==> src/rtl/fnp_pkg.sv <==
`timescale 1ns / 1ps
`default_nettype none

package fnp_pkg;

   // fixed field widths
   localparam int CH_W    = 8;
   localparam int CNT_W   = 8;
   localparam int BASE_W  = 6;
   localparam int VALUE_W = 64;
   localparam int CSR_W   = 32;
   localparam int ADDR_W  = 2;

   // register map
   localparam logic [ADDR_W-1:0] ADDR_DEFAULT_BASE = 2'd0;
   localparam logic [BASE_W-1:0] DEFAULT_BASE_RESET = 6'd10;

   // character codes
   localparam logic [CH_W-1:0] CH_DOLLAR  = 8'h24;
   localparam logic [CH_W-1:0] CH_HASH    = 8'h23;
   localparam logic [CH_W-1:0] CH_PERCENT = 8'h25;
   localparam logic [CH_W-1:0] CH_QUOTE   = 8'h27;
   localparam logic [CH_W-1:0] CH_MINUS   = 8'h2d;
   localparam logic [CH_W-1:0] CH_ZERO    = 8'h30;
   localparam logic [CH_W-1:0] CH_NINE    = 8'h39;
   localparam logic [CH_W-1:0] CH_UPPER_A = 8'h41;
   localparam logic [CH_W-1:0] CH_UPPER_Z = 8'h5a;
   localparam logic [CH_W-1:0] CH_LOWER_A = 8'h61;
   localparam logic [CH_W-1:0] CH_LOWER_Z = 8'h7a;
   localparam logic [CH_W-1:0] LETTER_OFFSET = 8'd10;

   // prefix radixes
   localparam logic [BASE_W-1:0] BASE_HEX = 6'd16;
   localparam logic [BASE_W-1:0] BASE_DEC = 6'd10;
   localparam logic [BASE_W-1:0] BASE_BIN = 6'd2;

   // quoted literal: quote, character, closing quote
   localparam logic [CNT_W-1:0] QUOTE_LEN = 8'd3;

   typedef struct packed {
      logic [CH_W-1:0] ch;
      logic            last;
   } req_type;

   typedef struct packed {
      logic [VALUE_W-1:0] value_low;
      logic [VALUE_W-1:0] value_high;
      logic [CNT_W-1:0]   unconverted;
      logic               ok;
   } rsp_type;

   typedef struct packed {
      logic              is_digit;
      logic [BASE_W-1:0] digit;
      logic              is_minus;
      logic              is_quote;
      logic              is_prefix;
      logic [BASE_W-1:0] prefix_base;
   } char_class_type;

endpackage

`default_nettype wire

==> src/rtl/fnp_decode.sv <==
`timescale 1ns / 1ps
`default_nettype none

// Classify one character: digit value, sign, quote and radix prefix.
module fnp_decode (
   input  wire logic [fnp_pkg::CH_W-1:0] ch,
   output fnp_pkg::char_class_type       cls
);

   always_comb begin
      cls = '0;
      if (ch >= fnp_pkg::CH_ZERO && ch <= fnp_pkg::CH_NINE) begin
         cls.is_digit = 1'b1;
         cls.digit    = fnp_pkg::BASE_W'(ch - fnp_pkg::CH_ZERO);
      end else if (ch >= fnp_pkg::CH_UPPER_A && ch <= fnp_pkg::CH_UPPER_Z) begin
         cls.is_digit = 1'b1;
         cls.digit    = fnp_pkg::BASE_W'(ch - fnp_pkg::CH_UPPER_A + fnp_pkg::LETTER_OFFSET);
      end else if (ch >= fnp_pkg::CH_LOWER_A && ch <= fnp_pkg::CH_LOWER_Z) begin
         cls.is_digit = 1'b1;
         cls.digit    = fnp_pkg::BASE_W'(ch - fnp_pkg::CH_LOWER_A + fnp_pkg::LETTER_OFFSET);
      end

      cls.is_minus = (ch == fnp_pkg::CH_MINUS);
      cls.is_quote = (ch == fnp_pkg::CH_QUOTE);

      case (ch)
         fnp_pkg::CH_DOLLAR: begin
            cls.is_prefix   = 1'b1;
            cls.prefix_base = fnp_pkg::BASE_HEX;
         end
         fnp_pkg::CH_HASH: begin
            cls.is_prefix   = 1'b1;
            cls.prefix_base = fnp_pkg::BASE_DEC;
         end
         fnp_pkg::CH_PERCENT: begin
            cls.is_prefix   = 1'b1;
            cls.prefix_base = fnp_pkg::BASE_BIN;
         end
         default: begin
            cls.is_prefix   = 1'b0;
            cls.prefix_base = '0;
         end
      endcase
   end

endmodule

`default_nettype wire

==> src/rtl/fnp_mac.sv <==
`timescale 1ns / 1ps
`default_nettype none

// Double-cell multiply by radix and add (or subtract) one digit, modulo 2^(2*CELL_BITS).
module fnp_mac #(
   parameter int CELL_BITS = 64
) (
   input  wire logic [2*CELL_BITS-1:0]     acc,
   input  wire logic [fnp_pkg::BASE_W-1:0] base,
   input  wire logic [fnp_pkg::BASE_W-1:0] digit,
   input  wire logic                       negate,
   output logic      [2*CELL_BITS-1:0]     sum
);

   localparam int ACC_W = 2 * CELL_BITS;

   logic [ACC_W-1:0] prod;
   logic [ACC_W-1:0] digit_ext;
   logic [ACC_W-1:0] addend;

   // narrow operand: six partial products
   assign prod      = acc * ACC_W'(base);
   assign digit_ext = ACC_W'(digit);
   // a negative number is built negative digit by digit
   assign addend    = negate ? (~digit_ext + ACC_W'(1)) : digit_ext;
   assign sum       = prod + addend;

endmodule

`default_nettype wire

==> src/rtl/forth_number_parser.sv <==
`timescale 1ns / 1ps
`default_nettype none

// Channel   Direction  Handshake              Payload
// req       in         req_valid / req_stall  fnp_pkg::req_type  (ch, last)
// rsp       out        rsp_valid / rsp_stall  fnp_pkg::rsp_type  (value, unconverted, ok)
// csr       in/out     APB psel/penable       default_base at byte address 0
//
// One character per cycle, sustained. A request lands in the input register, then
// decode plus a double-cell multiply-by-radix-and-add updates the token state; the final
// character of a token also loads the result register, so its result passes the input
// and result registers in turn. The multiply-add loop on the accumulator sets the pace.
// Reset is synchronous and clears all control state; default_base returns to ten.
// A stalled result only holds back a final character; other characters keep flowing.
module forth_number_parser #(
   parameter int CELL_BITS = 64,
   parameter int MAX_TOKEN = 255
) (
   input  wire logic                        clock,
   input  wire logic                        reset,

   input  wire logic                        req_valid,
   output logic                             req_stall,
   input  wire fnp_pkg::req_type            req_data,

   output logic                             rsp_valid,
   input  wire logic                        rsp_stall,
   output fnp_pkg::rsp_type                 rsp_data,

   input  wire logic                        csr_psel,
   input  wire logic                        csr_penable,
   input  wire logic                        csr_pwrite,
   input  wire logic [fnp_pkg::ADDR_W-1:0]  csr_paddr,
   input  wire logic [fnp_pkg::CSR_W-1:0]   csr_pwdata,
   output logic [fnp_pkg::CSR_W-1:0]        csr_prdata,
   output logic                             csr_pready
);

   localparam int ACC_W = 2 * CELL_BITS;
   localparam logic [fnp_pkg::CNT_W-1:0] MAX_T = fnp_pkg::CNT_W'(MAX_TOKEN);

   // ------------------------------------------------------------------
   // Configuration register
   // ------------------------------------------------------------------
   logic [fnp_pkg::BASE_W-1:0] default_base_ff;
   logic [fnp_pkg::BASE_W-1:0] default_base_in;
   logic                       csr_write;

   assign csr_pready = 1'b1;
   assign csr_write  = csr_psel && csr_penable && csr_pwrite && csr_pready;

   always_comb begin
      default_base_in = default_base_ff;
      if (csr_write && csr_paddr == fnp_pkg::ADDR_DEFAULT_BASE) begin
         default_base_in = csr_pwdata[fnp_pkg::BASE_W-1:0];
      end
   end

   assign csr_prdata = (csr_paddr == fnp_pkg::ADDR_DEFAULT_BASE) ?
                       fnp_pkg::CSR_W'(default_base_ff) : '0;

   // ------------------------------------------------------------------
   // Input register
   // ------------------------------------------------------------------
   logic             in_valid_ff;
   logic             in_valid_in;
   fnp_pkg::req_type in_data_ff;
   fnp_pkg::req_type in_data_in;
   logic             advance;

   // a final character waits only while an earlier result is still held
   assign advance   = in_valid_ff && !(in_data_ff.last && rsp_valid && rsp_stall);
   assign req_stall = in_valid_ff && !advance;

   always_comb begin
      in_valid_in = in_valid_ff;
      in_data_in  = in_data_ff;
      if (!req_stall) begin
         in_valid_in = req_valid;
         if (req_valid) begin
            in_data_in = req_data;
         end
      end
   end

   // ------------------------------------------------------------------
   // Token state
   // ------------------------------------------------------------------
   logic [ACC_W-1:0]           acc_ff,       acc_in;
   logic [fnp_pkg::CNT_W-1:0]  char_idx_ff,  char_idx_in;
   logic [fnp_pkg::BASE_W-1:0] base_ff,      base_in;
   logic                       minus_ff,     minus_in;
   logic                       halted_ff,    halted_in;
   logic [fnp_pkg::CNT_W-1:0]  left_ff,      left_in;
   logic                       quote_ff,     quote_in;
   logic [fnp_pkg::CH_W-1:0]   quoted_ff,    quoted_in;
   logic                       sign_open_ff, sign_open_in;

   fnp_pkg::char_class_type cls;
   logic [ACC_W-1:0]        mac_sum;

   // values in force for this character, after the start-of-token reload
   logic                       first;
   logic [ACC_W-1:0]           cur_acc;
   logic [fnp_pkg::BASE_W-1:0] cur_base;
   logic                       cur_minus;
   logic                       cur_halted;
   logic [fnp_pkg::CNT_W-1:0]  cur_left;
   logic                       cur_quote;
   logic                       cur_sign_open;
   logic                       digit_ok;
   logic [fnp_pkg::CNT_W-1:0]  len;

   fnp_decode u_decode (
      .ch  (in_data_ff.ch),
      .cls (cls)
   );

   fnp_mac #(
      .CELL_BITS (CELL_BITS)
   ) u_mac (
      .acc    (cur_acc),
      .base   (cur_base),
      .digit  (cls.digit),
      .negate (cur_minus),
      .sum    (mac_sum)
   );

   always_comb begin
      first         = (char_idx_ff == '0);
      cur_acc       = first ? '0 : acc_ff;
      cur_base      = first ? default_base_ff : base_ff;
      cur_minus     = first ? 1'b0 : minus_ff;
      cur_halted    = first ? 1'b0 : halted_ff;
      cur_left      = first ? '0 : left_ff;
      cur_quote     = first ? 1'b0 : quote_ff;
      cur_sign_open = first ? 1'b1 : sign_open_ff;
      digit_ok      = cls.is_digit && (cls.digit < cur_base);
      // saturating character count including this one
      len           = (char_idx_ff >= MAX_T) ? MAX_T : char_idx_ff + 1'b1;

      acc_in       = cur_acc;
      base_in      = cur_base;
      minus_in     = cur_minus;
      halted_in    = cur_halted;
      left_in      = cur_left;
      quote_in     = cur_quote;
      quoted_in    = quoted_ff;
      sign_open_in = cur_sign_open;

      if (first && cls.is_prefix) begin
         // radix prefix; a minus may still follow
         base_in      = cls.prefix_base;
         sign_open_in = 1'b1;
      end else if (first && cls.is_quote) begin
         quote_in     = 1'b1;
         sign_open_in = 1'b0;
      end else if (cur_quote) begin
         if (char_idx_ff == fnp_pkg::CNT_W'(1)) begin
            quoted_in = in_data_ff.ch;
         end
      end else begin
         sign_open_in = 1'b0;
         if (cur_sign_open && cls.is_minus) begin
            minus_in = 1'b1;
         end else if (cur_halted) begin
            // count everything after the character that stopped conversion
            left_in = (cur_left >= MAX_T) ? MAX_T : cur_left + 1'b1;
         end else if (!digit_ok) begin
            halted_in = 1'b1;
            left_in   = fnp_pkg::CNT_W'(1);
         end else begin
            acc_in = mac_sum;
         end
      end

      char_idx_in = in_data_ff.last ? '0 : len;
   end

   // ------------------------------------------------------------------
   // Result register
   // ------------------------------------------------------------------
   logic             rsp_valid_ff, rsp_valid_in;
   fnp_pkg::rsp_type rsp_data_ff,  rsp_data_in;
   logic [CELL_BITS-1:0] quote_cell;

   assign quote_cell = {{(CELL_BITS - fnp_pkg::CH_W){quoted_in[fnp_pkg::CH_W-1]}}, quoted_in};

   always_comb begin
      rsp_valid_in = rsp_valid_ff && rsp_stall;
      rsp_data_in  = rsp_data_ff;
      if (advance && in_data_ff.last) begin
         rsp_valid_in = 1'b1;
         if (quote_in) begin
            if (len < fnp_pkg::QUOTE_LEN) begin
               // quoted token too short to hold a character
               rsp_data_in.value_low   = '0;
               rsp_data_in.value_high  = '0;
               rsp_data_in.unconverted = fnp_pkg::CNT_W'(1);
               rsp_data_in.ok          = 1'b0;
            end else begin
               rsp_data_in.value_low   = fnp_pkg::VALUE_W'(quote_cell);
               rsp_data_in.value_high  = '0;
               rsp_data_in.unconverted = len - fnp_pkg::QUOTE_LEN;
               rsp_data_in.ok          = (len == fnp_pkg::QUOTE_LEN);
            end
         end else begin
            rsp_data_in.value_low   = fnp_pkg::VALUE_W'(acc_in[CELL_BITS-1:0]);
            rsp_data_in.value_high  = fnp_pkg::VALUE_W'(acc_in[ACC_W-1:CELL_BITS]);
            rsp_data_in.unconverted = left_in;
            rsp_data_in.ok          = (left_in == '0);
         end
      end
   end

   assign rsp_valid = rsp_valid_ff;
   assign rsp_data  = rsp_data_ff;

   // ------------------------------------------------------------------
   // Registers
   // ------------------------------------------------------------------
   always_ff @(posedge clock) begin
      if (reset) begin
         default_base_ff <= fnp_pkg::DEFAULT_BASE_RESET;
         in_valid_ff     <= 1'b0;
         rsp_valid_ff    <= 1'b0;
         char_idx_ff     <= '0;
         base_ff         <= fnp_pkg::BASE_DEC;
         minus_ff        <= 1'b0;
         halted_ff       <= 1'b0;
         left_ff         <= '0;
         quote_ff        <= 1'b0;
         sign_open_ff    <= 1'b0;
      end else begin
         default_base_ff <= default_base_in;
         in_valid_ff     <= in_valid_in;
         rsp_valid_ff    <= rsp_valid_in;
         if (advance) begin
            char_idx_ff  <= char_idx_in;
            base_ff      <= base_in;
            minus_ff     <= minus_in;
            halted_ff    <= halted_in;
            left_ff      <= left_in;
            quote_ff     <= quote_in;
            sign_open_ff <= sign_open_in;
         end
      end
   end

   // payload: no reset
   always_ff @(posedge clock) begin
      in_data_ff  <= in_data_in;
      rsp_data_ff <= rsp_data_in;
      if (advance) begin
         acc_ff    <= acc_in;
         quoted_ff <= quoted_in;
      end
   end

`ifndef NO_ASSERTIONS
   // a consumed final character always produces a result and restarts the token
   a_last_makes_result: assert property (@(posedge clock) disable iff (reset)
      advance && in_data_ff.last |=> rsp_valid_ff && char_idx_ff == '0)
      else $error("final character did not produce a result");

   // the character count never passes its saturation point
   a_count_saturates: assert property (@(posedge clock) disable iff (reset)
      char_idx_ff <= MAX_T)
      else $error("character count above saturation");

   // a stopped conversion always has something left unconverted
   a_halt_counts: assert property (@(posedge clock) disable iff (reset)
      halted_ff |-> left_ff != '0)
      else $error("conversion stopped with zero unconverted count");

   // ok agrees with the unconverted count
   a_ok_matches: assert property (@(posedge clock) disable iff (reset)
      rsp_valid_ff |-> rsp_data_ff.ok == (rsp_data_ff.unconverted == '0))
      else $error("ok flag disagrees with unconverted count");
`endif

endmodule

`default_nettype wire
==> config.mk <==
export PLATFORM = sky130hd
export DESIGN_NAME = forth_number_parser
export DESIGN_NICKNAME = d
export VERILOG_FILES = /design/src/rtl/fnp_pkg.sv /design/src/rtl/fnp_decode.sv /design/src/rtl/fnp_mac.sv /design/src/rtl/forth_number_parser.sv
export SDC_FILE = /design/constraint.sdc
export NUM_CORES = 2
export LEC_CHECK = 0
export ABC_CLOCK_PERIOD_IN_PS = 16500
export BUFFER_PORTS_ARGS = -buffer_cell sky130_fd_sc_hd__buf_2
export CORE_MARGIN = 5
export CORE_UTILIZATION = 53
export DETAILED_ROUTE_END_ITERATION = 12
export PLACE_DENSITY = 0.81
export SLEW_MARGIN = 20
export SYNTH_ARGS = -nofsm -noshare
export SYNTH_HDL_FRONTEND = slang
export SYNTH_SLANG_ARGS = --single-unit
==> constraint.sdc <==
create_clock -name clock -period 16.5 [get_ports clock]
set_clock_uncertainty 0.1 [all_clocks]
set_input_delay 1.65 -clock clock [delete_from_list [all_inputs] [get_ports clock]]
set_output_delay 1.65 -clock clock [all_outputs]
set_load 0.05 [all_outputs]
==> impl_results.md <==
* Pwr Density at 51.5 mW/mm^2
* Mean area per synthesized cell at 9.15 um^2
* GRT met3 Usage at 6.42%
* Synth warnings at 0
* Hold Path Stages at 2
* Post-route clock period utilization at 55.8%
* Top post-synthesis cells by area: fa_1 29%, edfxtp_1 20%, and3_1 10%, inv_1 4.9%, ha_1 4.5%
* Reg2reg path depth at 23
* Critical path fanouts, max at 329
* Count of hold-fix buffers inserted at cts at 0
* Post-CTS setup buffer count at 0
* Placed Area at 0.0438 mm^2
* Dpl ws at 7.43 ns
* Worst Path Required at 16.70 ns
* Hold Crit Start: sign_open_ff$_SDFFE_PP0P_
* Clock buffer depth at 3
* Met1 usage at 38.8%
* EDFF count, synth at 282
* Die Wd at 294 um
* # diodes at 0
* Post-synthesis sequential area ratio at 21.4%
* FF-to-FF End: rsp_data[71]$_SDFFCE_PN0P_
* Mapped Area at 0.0427 mm^2
* Global route overflow at 0
* I/O pin count at 222
* PortBufs at 168
* Hold path endpoint: sign_open_ff$_SDFFE_PP0P_
* Outcome: complete, no violations
* Largest net degree at the start of global routing at 330
* GRT met2 Usage at 45.5%
* Achievable frequency at 109 MHz
* Post-Place Cells at 5,606
* Placement Rows at 104
* Clock Tree Root: clkbuf_16
* Most common flop cell mapped by yosys: edfxtp_1
* Initial antenna violation count at 4
* Setup CP Type: reg -> reg
* Pleak at 23.6 nW
* Clk sink count at 316
* Most used routing layer: met2
* Post-DP HPWL at 90,700 um
* Setup TNS at 0 ns
* GRT Overall Usage at 28.7%
* CTS tree: done
* Tot Pwr at 2.33 mW
* Worst hold path class: reg -> reg
* Worst-path clk slew at 0.07 ns
* Async SR Flop Fraction at 0%
* Slew Viols, Final at 0
* Setup ws final at 7.30 ns
* Routed vias at 34,842
* Layout cells sized above 1 at 7.65%
* Final setup fails at 0
* Skew-Pair Late Insertion Delay at 0.59 ns
* DRT Wirelength at 125,000 um
* First-pass GRT wire length at 197,000 um
* Placer Congestion at 1.00
* Final core utilization at 56.3%
* Vias in the first global route at 35,065
* Antenna viol nets, final at 0
* CP Capture Type: register
* DR WL/cell at 22.0 um
* H-tree levels at 2
* Final min period at 9.20 ns
* DRC at 0
* Layout area overhead at 5.76%
* Seq cells post-synth at 316
* DRT iter0 DRCs at 3,707
* Unique masters post-synth at 102
* Actual slew at the worst max-slew pin at 1.20 ns
* Post-CTS sizing at 0
* Area leader, netlist: fa_1
* Slew headroom at 19.7%
* Final #Nets at 5,410
* Worst R2R Start: char_idx_ff[0]$_SDFFE_PP0P_
* Final Hold Viols at 0
* Post-Synthesis Cells at 4,663
* 1st-pass router iterations at 6
* Starting Density at 53.2%
* Vias per cell at 6.14
* Max-cap violations at 0
* IR drop worst, VDD at 0.0679 mV
* Startpoint types: register
* CP arrival at 9.40 ns
* Final instance area at 0.0451 mm^2
* Area share of the largest cell type after synthesis at 28.9%
* CTS Buf Count at 40
* RSZ-0062 raised after global routing: false
* Die area at 0.0863 mm^2
* Flop-to-flop setup slack at 7.30 ns
* Die Ht at 294 um
* Finished Layout Cells at 5,677
* CORE AREA at 0.0802 mm^2
* Fin Hold WS at 0.402 ns
-- cell usage after synthesis, types with 39 or more instances --
cell,n
and2_1,47
a31oi_1,45
nand4_1,66
xnor2_1,88
nand3_1,78
inv_1,555
fa_1,617
nor2_1,247
and3_1,686
ha_1,155
clkbuf_1,244
buf_4,39
o21ai_0,157
buf_2,45
edfxtp_1,282
nand2_1,423
a21o_1,108
xor2_1,57
o21bai_1,39
a21oi_1,272
-- worst max-delay path: stages (launching register included) --
cell      delay (ns)
dfxtp_1         0.48
inv_1           0.11
ha_1            0.25
nand3_4         0.08
buf_12          0.64
buf_4           0.90
and3_1          0.30
fa_1            0.45
fa_1            0.51
fa_1            0.59
inv_1           0.07
fa_1            0.53
inv_1           0.05
ha_1            0.47
nand4_1         0.30
o311ai_0        0.71
a211oi_2        0.31
a211oi_2        0.44
a211oi_2        0.21
o31ai_1         0.52
a221o_1         0.24
a21oi_2         0.06
xnor2_1         0.15
a22o_1          0.27
-- power breakdown --
group	switching [mW]	total, mW	internal (mW)
Sequential	0.0423	0.948	0.906
Clock	0.395	0.953	0.558
Combinational	0.304	0.425	0.121
-- flip-flops by register name, indices dropped and copies added, names as in the netlist, 6 cells and up --
register,cells
rsp_data,137
acc_ff,128
in_data_ff,9
char_idx_ff,8
left_ff,8
quoted_ff,8
base_ff,6
default_base_ff,6
-- kinds of logic after synthesis --
| group | share of synthesized area [%] |
|---|---|
| AND/OR/NAND/NOR | 20.7 |
| multiplexers | 0.349 |
| other | 0.0176 |
| flip-flops | 21.4 |
| buffers and inverters | 8.42 |
| AO/OA/AOI/OAI | 12.6 |
| adder cells (fa/ha/maj) | 33.5 |
| XOR/XNOR | 2.98 |
-- worst max-delay path by stage --
stage	depth (start not counted)	from	to
final	23	char_idx_ff[0]$_SDFFE_PP0P_	rsp_data[71]$_SDFFCE_PN0P_
after global routing	25	char_idx_ff[0]$_SDFFE_PP0P_	rsp_data[72]$_SDFFCE_PN0P_
after CTS	25	char_idx_ff[0]$_SDFFE_PP0P_	rsp_data[71]$_SDFFCE_PN0P_
after detailed placement	25	char_idx_ff[0]$_SDFFE_PP0P_	rsp_data[71]$_SDFFCE_PN0P_
after global placement	25	char_idx_ff[0]$_SDFFE_PP0P_	rsp_data[71]$_SDFFCE_PN0P_
after floorplan	28	char_idx_ff[0]$_SDFFE_PP0P_	acc_ff[125]$_DFFE_PP_
-- layout by cell type (no fill, tap or decap), types with 26 or more instances in the layout --
| master | n |
|---|---|
| conb_1 | 27 |
| nand2_1 | 422 |
| buf_4 | 29 |
| inv_1 | 554 |
| a21o_1 | 105 |
| nand4_1 | 66 |
| nor2_1 | 245 |
| buf_2 | 168 |
| xnor2_1 | 88 |
| and2_1 | 47 |
| a31oi_1 | 45 |
| a21oi_1 | 272 |
| edfxtp_1 | 282 |
| o21ai_0 | 157 |
| ha_1 | 155 |
| and3_1 | 685 |
| nand3_1 | 77 |
| o21bai_1 | 39 |
| fa_1 | 617 |
| nand2b_1 | 26 |
| xor2_1 | 57 |
| clkbuf_16 | 41 |
| dfxtp_1 | 28 |
| nor3_1 | 34 |
-- layout make-up --
class / count / area, um^2
repair buffers: 199 / 1090
well taps: 1060 / 1330
inverters: 556 / 2090
clock inverters: 25 / 323
flip-flops and latches: 316 / 9160
fillers: 7138 / 35000
multi-input cells: 3475 / 30100
clock buffers: 46 / 1050
-- layer usage --
layer | wire length [um] | vias to the layer above | part of all wire, %
met4 | 5630 | 0 | 4.5
met2 | 57000 | 1811 | 46
met5 | 0 | - | 0
met3 | 12600 | 325 | 10
li1 | - | 15592 | -
met1 | 49600 | 17114 | 40
Power figures use the tool's default switching activity.
